`config.mk`:
```
export PLATFORM = sky130hd
export DESIGN_NAME = ethernet_frame_header_classifier
export DESIGN_NICKNAME = d
export VERILOG_FILES = /design/src/hdl/efhc_pkg.sv /design/src/hdl/efhc_capture.sv /design/src/hdl/efhc_result.sv /design/src/hdl/ethernet_frame_header_classifier.sv
export SDC_FILE = /design/constraint.sdc
export NUM_CORES = 1
export LEC_CHECK = 0
export BUFFER_PORTS_ARGS = -buffer_cell sky130_fd_sc_hd__buf_2
export CELL_PAD_IN_SITES_DETAIL_PLACEMENT = 1
export CELL_PAD_IN_SITES_GLOBAL_PLACEMENT = 2
export CORE_MARGIN = 4
export CORE_UTILIZATION = 43
export CTS_BUF_LIST = sky130_fd_sc_hd__clkbuf_4
export DETAILED_ROUTE_END_ITERATION = 8
export GPL_TIMING_DRIVEN = 0
export PLACE_DENSITY = 0.78
export SLEW_MARGIN = 40
export SYNTH_ARGS = -nofsm -noshare
export SYNTH_HDL_FRONTEND = slang
export SYNTH_SLANG_ARGS = --single-unit
```
`constraint.sdc`:
```
create_clock -name clk -period 15.5 [get_ports clk]
set_clock_uncertainty 0.05 [all_clocks]
set_input_delay 1.55 -clock clk [delete_from_list [all_inputs] [get_ports clk]]
set_output_delay 1.55 -clock clk [all_outputs]
set_load 0.02 [all_outputs]
```
`src/hdl/efhc_pkg.sv`:
```
// ----------------------------------------------------------------------------
// efhc_pkg
// Shared types and constants of the Ethernet frame header classifier:
// the captured header summary, class codes, ethertypes and IP protocols.
// ----------------------------------------------------------------------------
package efhc_pkg;

	// Class codes of a result transaction; CLASS_NONE means no result.
	typedef enum logic [2:0] {
		CLASS_NONE = 3'd0,
		CLASS_ARP  = 3'd1,
		CLASS_ICMP = 3'd2,
		CLASS_TCP  = 3'd3,
		CLASS_UDP  = 3'd4,
		CLASS_DNS  = 3'd5
	} pkt_class_t;

	localparam logic [15:0] ETYPE_IPV4 = 16'h0800;
	localparam logic [15:0] ETYPE_ARP  = 16'h0806;

	localparam logic [7:0] PROTO_ICMP = 8'd1;
	localparam logic [7:0] PROTO_TCP  = 8'd6;
	localparam logic [7:0] PROTO_UDP  = 8'd17;

	localparam logic [15:0] DNS_PORT = 16'd53;

	// Smallest legal IPv4 header length in 32-bit words.
	localparam logic [3:0] IHL_MIN = 4'd5;

	// Header fields captured over one frame.
	typedef struct packed {
		logic [15:0] ether_kind;
		logic [3:0]  ip_hdr_words;
		logic [15:0] ip_total_len;
		logic [7:0]  ip_proto;
		logic [3:0]  tcp_hdr_words;
		logic [15:0] src_port;
		logic [15:0] dst_port;
		logic [31:0] seq;
		logic [31:0] ack;
		logic [5:0]  flags;
		logic [15:0] window;
		logic [15:0] udp_len;
		logic [15:0] arp_op;
		logic [31:0] sender_ip;
		logic [31:0] target_ip;
		logic [47:0] sender_mac;
	} hdr_sum_t;

	// IPv4 header length with short values raised to the minimum.
	function automatic logic [3:0] ihl_eff(input logic [3:0] ihl);
		return (ihl < IHL_MIN) ? IHL_MIN : ihl;
	endfunction

endpackage

```
`src/hdl/efhc_capture.sv`:
```
// ----------------------------------------------------------------------------
// efhc_capture
// Byte counter and header field capture. Each accepted byte updates the
// captured fields; the last byte of a frame moves the completed summary
// into the _s1 register and clears the capture state.
// ----------------------------------------------------------------------------
module efhc_capture #(
	parameter int L2_HEADER_BYTES = 14
) (
	input  logic                    clk,
	input  logic                    arst_n,
	input  logic                    in_valid,
	output logic                    in_ready,
	input  logic [7:0]              frame_byte,
	input  logic                    last_byte,
	output logic                    sum_valid,
	input  logic                    sum_ready,
	output efhc_pkg::hdr_sum_t      sum
);

	localparam logic [15:0] L2_LEN   = 16'(L2_HEADER_BYTES);
	localparam logic [15:0] ETYPE_HI = 16'(L2_HEADER_BYTES - 2);
	localparam logic [15:0] ETYPE_LO = 16'(L2_HEADER_BYTES - 1);

	logic [15:0]        byte_idx_q;
	efhc_pkg::hdr_sum_t cap_q;
	efhc_pkg::hdr_sum_t cap_nxt;
	efhc_pkg::hdr_sum_t sum_s1;
	logic               sum_valid_s1;
	logic               accept;
	logic [15:0]        rel;
	logic [5:0]         l4_base;
	logic [15:0]        l4_diff;
	logic [3:0]         q;

	// Take a byte when the summary stage is free or drains this cycle
	assign in_ready  = !sum_valid_s1 || sum_ready;
	assign accept    = in_valid && in_ready;
	assign sum_valid = sum_valid_s1;
	assign sum       = sum_s1;

	// Place the current byte into the header fields
	always_comb begin
		cap_nxt = cap_q;
		rel     = byte_idx_q - L2_LEN;
		l4_base = {efhc_pkg::ihl_eff(cap_q.ip_hdr_words), 2'b00};
		l4_diff = rel - {10'd0, l4_base};
		q       = l4_diff[3:0];

		if (byte_idx_q == ETYPE_HI) begin
			cap_nxt.ether_kind[15:8] = frame_byte;
		end
		if (byte_idx_q == ETYPE_LO) begin
			cap_nxt.ether_kind[7:0] = frame_byte;
		end

		if (byte_idx_q >= L2_LEN) begin
			// ARP body
			if (rel == 16'd6) begin
				cap_nxt.arp_op[15:8] = frame_byte;
			end
			if (rel == 16'd7) begin
				cap_nxt.arp_op[7:0] = frame_byte;
			end
			if (rel >= 16'd8 && rel < 16'd14) begin
				cap_nxt.sender_mac[8*(13 - rel[3:0]) +: 8] = frame_byte;
			end
			if (rel >= 16'd14 && rel < 16'd18) begin
				cap_nxt.sender_ip[8*(17 - rel[4:0]) +: 8] = frame_byte;
			end
			if (rel >= 16'd24 && rel < 16'd28) begin
				cap_nxt.target_ip[8*(27 - rel[4:0]) +: 8] = frame_byte;
			end

			// IPv4 header
			if (rel == 16'd0) begin
				cap_nxt.ip_hdr_words = frame_byte[3:0];
			end
			if (rel == 16'd2) begin
				cap_nxt.ip_total_len[15:8] = frame_byte;
			end
			if (rel == 16'd3) begin
				cap_nxt.ip_total_len[7:0] = frame_byte;
			end
			if (rel == 16'd9) begin
				cap_nxt.ip_proto = frame_byte;
			end

			// TCP or UDP header, located after the IPv4 header
			if (rel >= {10'd0, l4_base} && l4_diff < 16'd16) begin
				if (q < 4'd2) begin
					cap_nxt.src_port[8*(1 - q) +: 8] = frame_byte;
				end else if (q < 4'd4) begin
					cap_nxt.dst_port[8*(3 - q) +: 8] = frame_byte;
				end else if (q < 4'd8) begin
					cap_nxt.seq[8*(7 - q) +: 8] = frame_byte;
				end else if (q < 4'd12) begin
					cap_nxt.ack[8*(11 - q) +: 8] = frame_byte;
				end else if (q == 4'd12) begin
					cap_nxt.tcp_hdr_words = frame_byte[7:4];
				end else if (q == 4'd13) begin
					cap_nxt.flags = frame_byte[5:0];
				end else begin
					cap_nxt.window[8*(15 - q) +: 8] = frame_byte;
				end
				if (q == 4'd4 || q == 4'd5) begin
					cap_nxt.udp_len[8*(5 - q) +: 8] = frame_byte;
				end
			end
		end
	end

	// Advance the capture state; clear it at the end of each frame
	always_ff @(posedge clk or negedge arst_n) begin
		if (!arst_n) begin
			byte_idx_q <= '0;
			cap_q      <= '0;
		end else if (accept) begin
			if (last_byte) begin
				byte_idx_q <= '0;
				cap_q      <= '0;
			end else begin
				cap_q <= cap_nxt;
				if (byte_idx_q != 16'hFFFF) begin
					byte_idx_q <= byte_idx_q + 16'd1;
				end
			end
		end
	end

	// Hold the finished summary until the result stage takes it
	always_ff @(posedge clk or negedge arst_n) begin
		if (!arst_n) begin
			sum_valid_s1 <= 1'b0;
		end else if (accept && last_byte) begin
			sum_valid_s1 <= 1'b1;
		end else if (sum_ready) begin
			sum_valid_s1 <= 1'b0;
		end
	end

	always_ff @(posedge clk) begin
		if (accept && last_byte) begin
			sum_s1 <= cap_nxt;
		end
	end

endmodule

```
`src/hdl/efhc_result.sv`:
```
// ----------------------------------------------------------------------------
// efhc_result
// Classifies a finished frame summary, selects the fields that belong to
// its class and holds them in the output register until taken. Frames of
// no known class are dropped here.
// ----------------------------------------------------------------------------
module efhc_result (
	input  logic               clk,
	input  logic               arst_n,
	input  logic               sum_valid,
	output logic               sum_ready,
	input  efhc_pkg::hdr_sum_t sum,
	output logic               out_valid,
	input  logic               out_ready,
	output logic [2:0]         pkt_class,
	output logic [15:0]        src_port,
	output logic [15:0]        dst_port,
	output logic [5:0]         tcp_flag_bits,
	output logic [31:0]        seq_number,
	output logic [31:0]        ack_number,
	output logic [15:0]        window_size,
	output logic [15:0]        length_value,
	output logic [15:0]        arp_opcode,
	output logic [31:0]        sender_ipv4,
	output logic [31:0]        target_ipv4,
	output logic [47:0]        sender_hw_addr
);

	efhc_pkg::pkt_class_t cls;
	logic                 out_valid_q;
	logic                 advance;
	logic                 load;
	logic [6:0]           tcp_hdr_len;
	logic [15:0]          tcp_len;

	logic [2:0]  class_q;
	logic [15:0] src_q;
	logic [15:0] dst_q;
	logic [5:0]  flags_q;
	logic [31:0] seq_q;
	logic [31:0] ack_q;
	logic [15:0] window_q;
	logic [15:0] len_q;
	logic [15:0] arp_op_q;
	logic [31:0] sip_q;
	logic [31:0] tip_q;
	logic [47:0] smac_q;

	// Decide the class from ethertype, protocol and ports
	always_comb begin
		cls = efhc_pkg::CLASS_NONE;
		if (sum.ether_kind == efhc_pkg::ETYPE_ARP) begin
			cls = efhc_pkg::CLASS_ARP;
		end else if (sum.ether_kind == efhc_pkg::ETYPE_IPV4) begin
			case (sum.ip_proto)
				efhc_pkg::PROTO_ICMP: cls = efhc_pkg::CLASS_ICMP;
				efhc_pkg::PROTO_TCP:  cls = efhc_pkg::CLASS_TCP;
				efhc_pkg::PROTO_UDP: begin
					if (sum.src_port == efhc_pkg::DNS_PORT ||
					    sum.dst_port == efhc_pkg::DNS_PORT) begin
						cls = efhc_pkg::CLASS_DNS;
					end else begin
						cls = efhc_pkg::CLASS_UDP;
					end
				end
				default: cls = efhc_pkg::CLASS_NONE;
			endcase
		end
	end

	// TCP payload length, floored at zero
	always_comb begin
		tcp_hdr_len = {1'b0, efhc_pkg::ihl_eff(sum.ip_hdr_words), 2'b00}
		            + {1'b0, sum.tcp_hdr_words, 2'b00};
		if (sum.ip_total_len > {9'd0, tcp_hdr_len}) begin
			tcp_len = sum.ip_total_len - {9'd0, tcp_hdr_len};
		end else begin
			tcp_len = '0;
		end
	end

	// Drop unknown frames at once; others wait for the output register
	assign advance   = !out_valid_q || out_ready;
	assign sum_ready = (cls == efhc_pkg::CLASS_NONE) || advance;
	assign load      = sum_valid && (cls != efhc_pkg::CLASS_NONE) && advance;

	always_ff @(posedge clk or negedge arst_n) begin
		if (!arst_n) begin
			out_valid_q <= 1'b0;
		end else if (load) begin
			out_valid_q <= 1'b1;
		end else if (out_ready) begin
			out_valid_q <= 1'b0;
		end
	end

	// Load the fields of the class, zero for the rest
	always_ff @(posedge clk) begin
		if (load) begin
			class_q  <= cls;
			src_q    <= '0;
			dst_q    <= '0;
			flags_q  <= '0;
			seq_q    <= '0;
			ack_q    <= '0;
			window_q <= '0;
			len_q    <= '0;
			arp_op_q <= '0;
			sip_q    <= '0;
			tip_q    <= '0;
			smac_q   <= '0;
			case (cls)
				efhc_pkg::CLASS_ARP: begin
					arp_op_q <= sum.arp_op;
					sip_q    <= sum.sender_ip;
					tip_q    <= sum.target_ip;
					smac_q   <= sum.sender_mac;
				end
				efhc_pkg::CLASS_TCP: begin
					src_q    <= sum.src_port;
					dst_q    <= sum.dst_port;
					flags_q  <= sum.flags;
					seq_q    <= sum.seq;
					ack_q    <= sum.ack;
					window_q <= sum.window;
					len_q    <= tcp_len;
				end
				efhc_pkg::CLASS_UDP, efhc_pkg::CLASS_DNS: begin
					src_q <= sum.src_port;
					dst_q <= sum.dst_port;
					len_q <= sum.udp_len;
				end
				default: begin
				end
			endcase
		end
	end

	assign out_valid      = out_valid_q;
	assign pkt_class      = class_q;
	assign src_port       = src_q;
	assign dst_port       = dst_q;
	assign tcp_flag_bits  = flags_q;
	assign seq_number     = seq_q;
	assign ack_number     = ack_q;
	assign window_size    = window_q;
	assign length_value   = len_q;
	assign arp_opcode     = arp_op_q;
	assign sender_ipv4    = sip_q;
	assign target_ipv4    = tip_q;
	assign sender_hw_addr = smac_q;

endmodule

```
`src/hdl/ethernet_frame_header_classifier.sv`:
```
// ----------------------------------------------------------------------------
// ethernet_frame_header_classifier
// Takes an Ethernet frame one byte per transaction and reports one
// classification (ARP, ICMP, TCP, UDP, DNS) with its header fields per frame of a known class.
// ----------------------------------------------------------------------------
// The block accepts one frame byte every clock cycle while in_ready is high,
// with no gap between frames. Each byte updates a saturating byte counter
// and the header field captures; the L4 header is found from the IPv4
// header length. The last byte of a frame moves the captured summary into a
// register, from which it is classified into the output register once that
// register is free. Frames of other types give no result. in_ready drops
// only while a result waits for out_ready and the summary of a further
// frame of a known class is already queued behind it.
module ethernet_frame_header_classifier #(
	parameter int L2_HEADER_BYTES = 14
) (
	input  logic        clk,
	input  logic        arst_n,
	input  logic        in_valid,
	output logic        in_ready,
	input  logic [7:0]  frame_byte,
	input  logic        last_byte,
	output logic        out_valid,
	input  logic        out_ready,
	output logic [2:0]  pkt_class,
	output logic [15:0] src_port,
	output logic [15:0] dst_port,
	output logic [5:0]  tcp_flag_bits,
	output logic [31:0] seq_number,
	output logic [31:0] ack_number,
	output logic [15:0] window_size,
	output logic [15:0] length_value,
	output logic [15:0] arp_opcode,
	output logic [31:0] sender_ipv4,
	output logic [31:0] target_ipv4,
	output logic [47:0] sender_hw_addr
);

	logic               sum_valid;
	logic               sum_ready;
	efhc_pkg::hdr_sum_t sum;

	// Byte counting and field capture
	efhc_capture #(
		.L2_HEADER_BYTES(L2_HEADER_BYTES)
	) u_capture (
		.clk        (clk),
		.arst_n     (arst_n),
		.in_valid   (in_valid),
		.in_ready   (in_ready),
		.frame_byte (frame_byte),
		.last_byte  (last_byte),
		.sum_valid  (sum_valid),
		.sum_ready  (sum_ready),
		.sum        (sum)
	);

	// Classification and output register
	efhc_result u_result (
		.clk            (clk),
		.arst_n         (arst_n),
		.sum_valid      (sum_valid),
		.sum_ready      (sum_ready),
		.sum            (sum),
		.out_valid      (out_valid),
		.out_ready      (out_ready),
		.pkt_class      (pkt_class),
		.src_port       (src_port),
		.dst_port       (dst_port),
		.tcp_flag_bits  (tcp_flag_bits),
		.seq_number     (seq_number),
		.ack_number     (ack_number),
		.window_size    (window_size),
		.length_value   (length_value),
		.arp_opcode     (arp_opcode),
		.sender_ipv4    (sender_ipv4),
		.target_ipv4    (target_ipv4),
		.sender_hw_addr (sender_hw_addr)
	);

endmodule

```
After elaboration in Yosys (flattened, before gate mapping):

Cells that the tools add are included.

* register bits: 903
* bits in latches: 0
* RAM bits: 0
* bits in read-only memories: 0
* input port bits: 13
* output and inout bits: 267
* word-level logic and storage cells: 205
* memories: 0

* $add $sub $neg: 23
* multiply operators: 0
* divide/modulo/power cells: 0
* order comparisons: 16
* equal/unequal tests: 23
* shifts and indexed selects: 18
* mux-type cells: 54
* bitwise logic cells: 0
* reduce and logical (&&, ||, !) cells: 24

Operators with widths (count)
* 310-bit 2-to-1 mux: 1
* 32-bit negation with 34-bit output: 9
* 294-bit 2-to-1 mux: 1
* 138-bit 2-to-1 mux: 1
* 8-bit by 34-bit variable shift with 16-bit output, first input constant: 4
* 8-bit by 34-bit variable shift with 32-bit output, first input constant: 4
* 8-bit by 34-bit variable part select with 16-bit output: 4
* 8-bit by 34-bit variable part select with 32-bit output: 4
* 32-bit bitwise mux: 4
* 32-bit 2-to-1 mux: 4
* 16-bit 2-to-1 mux: 7
* 102-bit 2-to-1 mux: 1
* 86-bit 2-to-1 mux: 1
* 16-bit bitwise mux: 4
* 8-bit 2-to-1 mux: 7
* 54-bit 2-to-1 mux: 1
* 48-bit bitwise mux: 1
* 16-bit by 4-bit == test with 1-bit output, second input constant: 3
* 16-bit by 4-bit >= comparator with 1-bit output, second input constant: 3
* 16-bit by 5-bit less-than comparator with 1-bit output, second input constant: 3
* 48-bit 2-to-1 mux: 1
* 8-bit by 34-bit variable shift with 48-bit output, first input constant: 1
* 8-bit by 34-bit variable part select with 48-bit output: 1
* 22-bit 2-to-1 mux: 2
* other kinds (46): 86

Depth between registers and ports, before layout:

Gate-level depths: netlist (run 1).

* word-level depth: 16
* mapped depth: 25
* mapped depth without buffers: 21

Modules after synthesis:

From an unflattened synthesis (run 1), not the netlist that was laid out.

* cells, all modules: 3637
* area total of the unflattened synthesis: 43639.4 µm²

Modules (own cells, without submodules)
* efhc_capture: times used 1, cells each 2950, area an instance 32844.0 µm², sequential area each 17491.8 µm²
* efhc_result: times used 1, cells each 687, area an instance 10795.4 µm², sequential area each 7982.7 µm²

Least setup slack after synthesis (run 1):

No wires, ideal clock.

* path kind: input -> register
* start: in out_ready
* end: reg u_result.ack_q[0], in the netlist u_result.ack_number[0] (enable)
* setup time: 0.925 ns
* arrival time: 13.290 ns
* required time: 14.525 ns
* path slack: 1.235 ns
* stages: 2
* buffers on the path: 0
* path through: nand2b_1 -> nor2b_1

* cells in the longest elaborated chain, start to end: 2

Ends and longest elaborated chain
* start, declared: RTL line ethernet_frame_header_classifier.sv:24 `input logic out_ready,`
* 1-bit logical OR: RTL line efhc_result.sv:83 `assign advance = !out_valid_q || out_ready;`
* 1-bit logical AND: RTL line efhc_result.sv:85 `assign load = sum_valid && (cls != efhc_pkg::CLASS_NONE) && advance;`
* net u_result.load: RTL line efhc_result.sv:32 `logic load;`
* end signal, assigned: RTL line efhc_result.sv:124 `ack_q <= sum.ack;`
* end, declared: RTL line efhc_result.sv:41 `logic [31:0] ack_q;`

The timed path passes the listed nets, and every way through them passes these cells.
A chain may end at the register's enable or synchronous reset.

==> results of run 1 <==
layer usage:
metal | vias to the layer above | global-route usage, %
met4 | 2 | 9.66
met2 | 1000 | 45.2
met3 | 221 | 5.74
met5 | - | 0
met1 | 15500 | 36.8
li1 | 13600 | -
kinds of logic after synthesis:
kind of cell,share of synthesized area [%]
simple gates,16.9
flops,63.4
compound gates,9.89
buf+inv,2.68
fa+ha+maj,3.16
mux,2.66
xor+xnor,1.31
area by class of cell:
cell class	count	area (um^2)	area share [%]
antenna	3	7.51	0.0160
timing repair buffer	302	1900	4.05
clock inverter	77	399	0.852
multi-input combinational	2199	13700	29.2
tap	1243	1560	3.32
buffer	210	930	1.98
inverter	53	199	0.425
sequential	903	25500	54.4
clock buffer	363	2730	5.81
synth_stat cells (5+ instances only):
master,instances
nor3_1,41
o22ai_1,9
a21o_1,30
nor4_1,44
buf_1,13
clkbuf_1,171
or2_2,6
ha_1,95
edfxtp_1,575
buf_2,15
xnor2_1,27
nand3_1,95
and4_1,6
inv_1,51
o21ai_0,346
o2bb2ai_1,82
dfrtp_1,328
o31ai_1,5
a22o_1,37
nand4_2,7
a32o_1,25
and2_1,49
a21oi_1,16
or4_1,18
xor2_1,26
nor2b_1,21
buf_6,8
mux2_2,93
or3_1,16
nand4b_1,11
and4b_1,5
o21ai_1,27
nor4b_1,15
nand4_1,49
and3_1,231
nor3b_1,5
nand2b_1,14
nand2_1,591
nor2_1,75
stage by stage:
step / hold slack [ns] / worst slack (ns) / instances / util, %
global route: 0.187 / 6.00 / 5351 / 50.8
finish: 0.267 / 6.55 / 5353 / 50.8
detailed placement: 0.406 / 6.77 / 4910 / 47.4
floorplan: 0.383 / 1.23 / 3365 / -
CTS: 0.122 / 6.72 / 5350 / 50.8
global placement: 0.393 / -3.73 / 4885 / 46.7
power by group through the flow:
| stage | registers [W] | logic (W) | clock network, W |
|---|---|---|---|
| final | 0.00259 | 0.000486 | 0.00213 |
| after global routing | 0.00259 | 0.000523 | 0.00234 |
| after CTS | 0.00259 | 0.000479 | 0.00219 |
| after detailed placement | 0.00264 | 0.000477 | 0 |
| after global placement | 0.00266 | 0.000447 | 0 |
| after floorplan | 0.00265 | 0.000261 | 0 |
worst min-delay path by stage:
| stage | start | to | depth (start not counted) |
|---|---|---|---|
| 2_1_floorplan | u_capture.cap_q[294] | u_capture.cap_q[294] | 2 |
| 3_3_place_gp | u_capture.cap_q[307] | u_capture.cap_q[307] | 2 |
| 3_5_place_dp | u_capture.cap_q[298] | u_capture.cap_q[298] | 2 |
| 4_1_cts | arst_n | u_capture.cap_q[41] | 1 |
| 5_1_grt | arst_n | u_capture.cap_q[8] | 1 |
| 6_report | arst_n | u_capture.cap_q[41] | 1 |
flip-flops by register name (all words and copies together) (netlist names), 16 cells and up:
signal and flops:
u_capture.byte_idx_q 16, u_capture.cap_q 310, u_capture.sum 310, u_result.ack_number 32
u_result.arp_opcode 16, u_result.dst_port 16, u_result.length_value 16, u_result.sender_hw_addr 48
u_result.sender_ipv4 32, u_result.seq_number 32, u_result.src_port 16, u_result.target_ipv4 32
u_result.window_size 16
layout by cell type, fill, tap and decap left out, drive strengths merged, types with 21 or more instances in the layout:
cell type  instances
o2bb2ai           82
o21ai            380
a21o              31
nor2              76
nor4              46
and2              50
a22o              37
nand4             57
or4               21
a32o              25
buf              341
xnor2             28
mux2              93
inv               56
nand2            591
clkbuf           534
clkinv            68
edfxtp           575
ha                95
nor2b             21
and3             231
nand3             98
nor3              45
xor2              28
dfrtp            328
critical path, cell delays in order, from the launching register on:
cell and delay (ns):
dfrtp_1 0.76, clkbuf_1 0.55, inv_1 0.44, ha_1 0.47
clkbuf_1 0.48, inv_1 0.28, ha_1 0.29, inv_1 0.07
fa_1 0.66, inv_1 0.37, ha_1 0.40, clkbuf_1 0.34
a21oi_1 0.14, or3_1 0.42, ha_1 0.21, or4_1 0.51
or4_1 0.41, a21oi_1 0.50, nor4b_1 0.30, nand4_1 0.30
clkbuf_1 0.31, o21ai_0 0.42
==> out/metrics.cfg, run 1 <==
[route]
drt_iter0_markers=2419
ant_nets=0
dr_wl_met2_um=65500
top_layer=met5
vias=30300
routed_via_density=5.67
drt_pass1_iterations=5
wl_met3_um=8470
routedWlPerCell_um=25.6
wl_um=137000
drc=0
wl_met1_um=58900

[setup_path]
r2r_setup_slack_ns=6.55
critPathKind=reg -> reg
r2r-start=u_capture.byte_idx_q[1]
startpoint_type=flop
crit_path_end_kind=flop
cp-endpoint=u_capture.sum[131]
reg2reg_depth=21
crit_start=u_capture.byte_idx_q[1]
required_ns=16.32
reg2reg_to=u_capture.sum[131]
cp_max_fo=16
worstPathArrival_ns=9.77

[cts]
htreeDepth=4
ctsHoldBuffers=0
tritoncts=built
clk_latency_ns=1.13
path_clk_slew_ns=0.07
clkSinkCount=903
numCtsBuffers=232
cts_resized=0
cts.path.max_buffers=3
cts_root_buffer=clkbuf_4
cts_setup_buffers=0

[cells_and_area]
fillers=9994
drive_above_1_share_pct=22.0
syn_to_final_growth_pct=16.7
nNetsFinal=4013
final_cell_area_mm2=0.0469

[timing]
relSlewSlack_pct=37.1
finalSetupViolations=0
rsz0062_at_grt=no
period_needed_ns=8.95
period_share_pct=57.7
timing.fmax_ghz=0.112
slew_viol_final=0
worst_pin_slew_ns=0.936
finalHoldViolCount=0
tns_ns=0

[yosys]
synthTopCellsByArea=edfxtp_1, dfrtp_1, nand2_1, o21ai_0, and3_1
yosysSeqAreaShare_pct=63.4
synth_top_area_share_pct=43.0
ys_warn_count=0
syn_area_per_cell_um2=11.9
netlist_area_mm2=0.0402
ys_ff_latch=903
synthFlopType=edfxtp_1
ys_types=89
synth_edf_count=575
synthCells=3365
synth_fp_nets=3477
synth_top_area_cell=edfxtp_1
async_flop_share_pct=36.3

[pwr]
p_int_w=0.00380
powerDensity_mw_per_mm2=111
seqPwrFrac_pct=49.7
p_comb_share_pct=9.3
power_switching_w=0.00141
irDropWorstVdd_v=0.0000766
p_leak_nw=20.2
netSwitchingFraction_pct=27.0
p_total_w=0.00521
power.share.clock_pct=40.9

[placed_design]
numPortBuffers=277
dpl_cell_area_mm2=0.0437
dpl.hpwl_um=99000
gp_congestion=0.939

[status]
status=completed

[floorplan]
dieArea_mm2=0.0984
initial_core_util_pct=43.5
die_w_um=314
rows=111
ios=280
core-area_mm2=0.0922
die_height_um=314

[global_routing]
overflow=0
antenna_found_initial=5
grt_pass1_wl_um=204000
gr-usage-all-layers_pct=27.6
grt_pass1_vias=32300
grt_max_degree=70

[worst_hold_path]
hp-class=in -> async

[job]
maxCapViolCount=0

No activity file was read; power rests on OpenSTA's default activity.
==> inputs of run 2 (changes only) <==
--- a/config.mk
+++ b/config.mk
@@ -9,11 +9,11 @@
 export CELL_PAD_IN_SITES_DETAIL_PLACEMENT = 1
 export CELL_PAD_IN_SITES_GLOBAL_PLACEMENT = 2
 export CORE_MARGIN = 4
-export CORE_UTILIZATION = 43
+export CORE_UTILIZATION = 39
 export CTS_BUF_LIST = sky130_fd_sc_hd__clkbuf_4
 export DETAILED_ROUTE_END_ITERATION = 8
 export GPL_TIMING_DRIVEN = 0
-export PLACE_DENSITY = 0.78
+export PLACE_DENSITY = 0.75
 export SLEW_MARGIN = 40
 export SYNTH_ARGS = -nofsm -noshare
 export SYNTH_HDL_FRONTEND = slang
==> constraint.sdc (replaced) <==
create_clock -name clk -period 8.15 [get_ports clk]
set_clock_uncertainty 0.05 [all_clocks]
set_input_delay 0.815 -clock clk [delete_from_list [all_inputs] [get_ports clk]]
set_output_delay 0.815 -clock clk [all_outputs]
set_load 0.02 [all_outputs]
==> run 2 against run 1 <==
Effect of this change:
- non-clock buffer count up 7
- clock-buffer cell count decreased by 2
- worst setup slack lost 6.0 ns
- power grew 90%
- highest routed layer is now met4
- largest power group unchanged
- critical path type unchanged
- fmax increased by 19%
- via count fell by 1.7%
- largest cell class unchanged
- register-to-register slack lost 6.0 ns
==> out/metrics.cfg, run 2 (same netlist as run 1, synthesis figures left out) <==
[placed_design]
gp_congestion=0.879
numPortBuffers=277
dpl.hpwl_um=97200

[timing]
finalSetupViolations=0
rsz0062_at_grt=no
relSlewSlack_pct=35.8
slew_viol_final=0
finalHoldViolCount=0
timing.fmax_ghz=0.132
worst_pin_slew_ns=0.964
period_share_pct=92.6
period_needed_ns=7.55
tns_ns=0

[route]
drt_iter0_markers=2348
drc=0
vias=29800
wl_um=136000
drt_pass1_iterations=5
ant_nets=0
routed_via_density=5.45
routedWlPerCell_um=24.9

[global_routing]
overflow=0
grt_max_degree=67
antenna_found_initial=3
gr-usage-all-layers_pct=25.1
grt_pass1_wl_um=202000
grt_pass1_vias=30800

[pwr]
powerDensity_mw_per_mm2=210
irDropWorstVdd_v=0.0000899
p_leak_nw=20.3

[cells_and_area]
post-route-util_pct=46.3
layout_commonest_cell=nand2_1
nNetsFinal=4015
drive_above_1_share_pct=22.5
layout_common_cells=nand2_1, edfxtp_1, clkbuf_4, o21ai_0, dfrtp_1
syn_to_final_growth_pct=17.5

[cts]
cts.path.max_buffers=3
cts_root_buffer=clkbuf_4
clk_latency_ns=1.16
tritoncts=built
numCtsBuffers=227
clkSinkCount=903
path_clk_slew_ns=0.07
htreeDepth=4

[setup_path]
critPathKind=reg -> reg
required_ns=9.07
startpoint_type=flop
crit_path_end_kind=flop
worstPathArrival_ns=8.47
cp_max_fo=16

[status]
status=completed

[floorplan]
core-area_mm2=0.102
initial_core_util_pct=39.4
ios=280
rows=117
die_height_um=329
dieArea_mm2=0.108
die_w_um=329

[job]
maxCapViolCount=0

[worst_hold_path]
hp-class=in -> async

==> run 2: power by group <==
group | internal [W] | switching (W) | leakage, nW
logic | 0.000213 | 0.000709 | 8.00
clock network | 0.00214 | 0.00192 | 1.85
registers | 0.00490 | 0.0000240 | 10.5
total | 0.00725 | 0.00265 | 20.3
==> run 2: timing repair <==
action,in CTS,in global routing
gates resized for setup,3,6
endpoints found under the hold margin,70,0
hold buffers,4,0
setup buffers,0,3
setup endpoints to repair,57,69
gates cloned,0,0
==> run 2: worst paths after layout <==
path                                               from              endpoint  slack [ns]  depth (start not counted)
worst min-delay path                             arst_n   u_capture.cap_q[90]        0.17                          3
min in group clk                          frame_byte[1]    u_capture.sum[295]        0.19                          2
max in group asynchronous                        arst_n  u_capture.cap_q[249]        6.72                          5
worst max register to register  u_capture.byte_idx_q[1]  u_capture.cap_q[141]        0.60                         22
worst min register to register     u_capture.cap_q[308]  u_capture.cap_q[308]        0.42                          2
worst max-delay path            u_capture.byte_idx_q[1]  u_capture.cap_q[141]        0.60                         22
==> run 2: cell type report <==
type | instances | area (um^2)
Multi-Input combinational cell | 2199 | 13700
Antenna cell | 1 | 2.50
Fill cell | 11100 | 54800
Clock inverter | 66 | 408
Timing Repair Buffer | 309 | 2060
Sequential cell | 903 | 25500
Clock buffer | 361 | 2710
Buffer | 210 | 942
Tap cell | 1368 | 1710
Inverter | 53 | 203
==> run 2: critical path: stages, from the launching register on <==
cell and delay (ns):
dfrtp_2 0.59, clkbuf_2 0.39, clkinvlp_4 0.24, ha_1 0.38
clkbuf_2 0.28, inv_1 0.17, ha_1 0.25, inv_1 0.07
fa_2 0.57, inv_1 0.29, ha_1 0.39, clkbuf_1 0.33
a21oi_1 0.13, or3_1 0.42, ha_1 0.21, or4_1 0.52
or4_1 0.43, a21oi_2 0.30, nand4_1 0.13, nor4_1 0.54
o21ai_1 0.42, nand2_1 0.16, o21ai_0 0.09
==> run 2: metal layers <==
metal	track usage [%]	up-vias	share of wire, %
met5	0	-	0
li1	-	13600	-
met3	5.22	205	5.6
met1	33.4	15100	43
met4	8.89	0	3.1
met2	40.8	890	48
==> run 2: stage by stage <==
step	area [um^2]	hold WS (ns)	cells	worst slack [ns]	power (W)
finish	47200	0.175	5470	0.601	0.00990
global route	47200	0.0848	5470	0.100	0.0104
CTS	47100	0.0525	5466	0.0598	0.0100
detailed placement	44000	0.404	5035	-0.469	0.00592
global placement	43300	0.394	5010	-1.91	0.00590
floorplan	40200	0.383	3365	1.57	0.00552
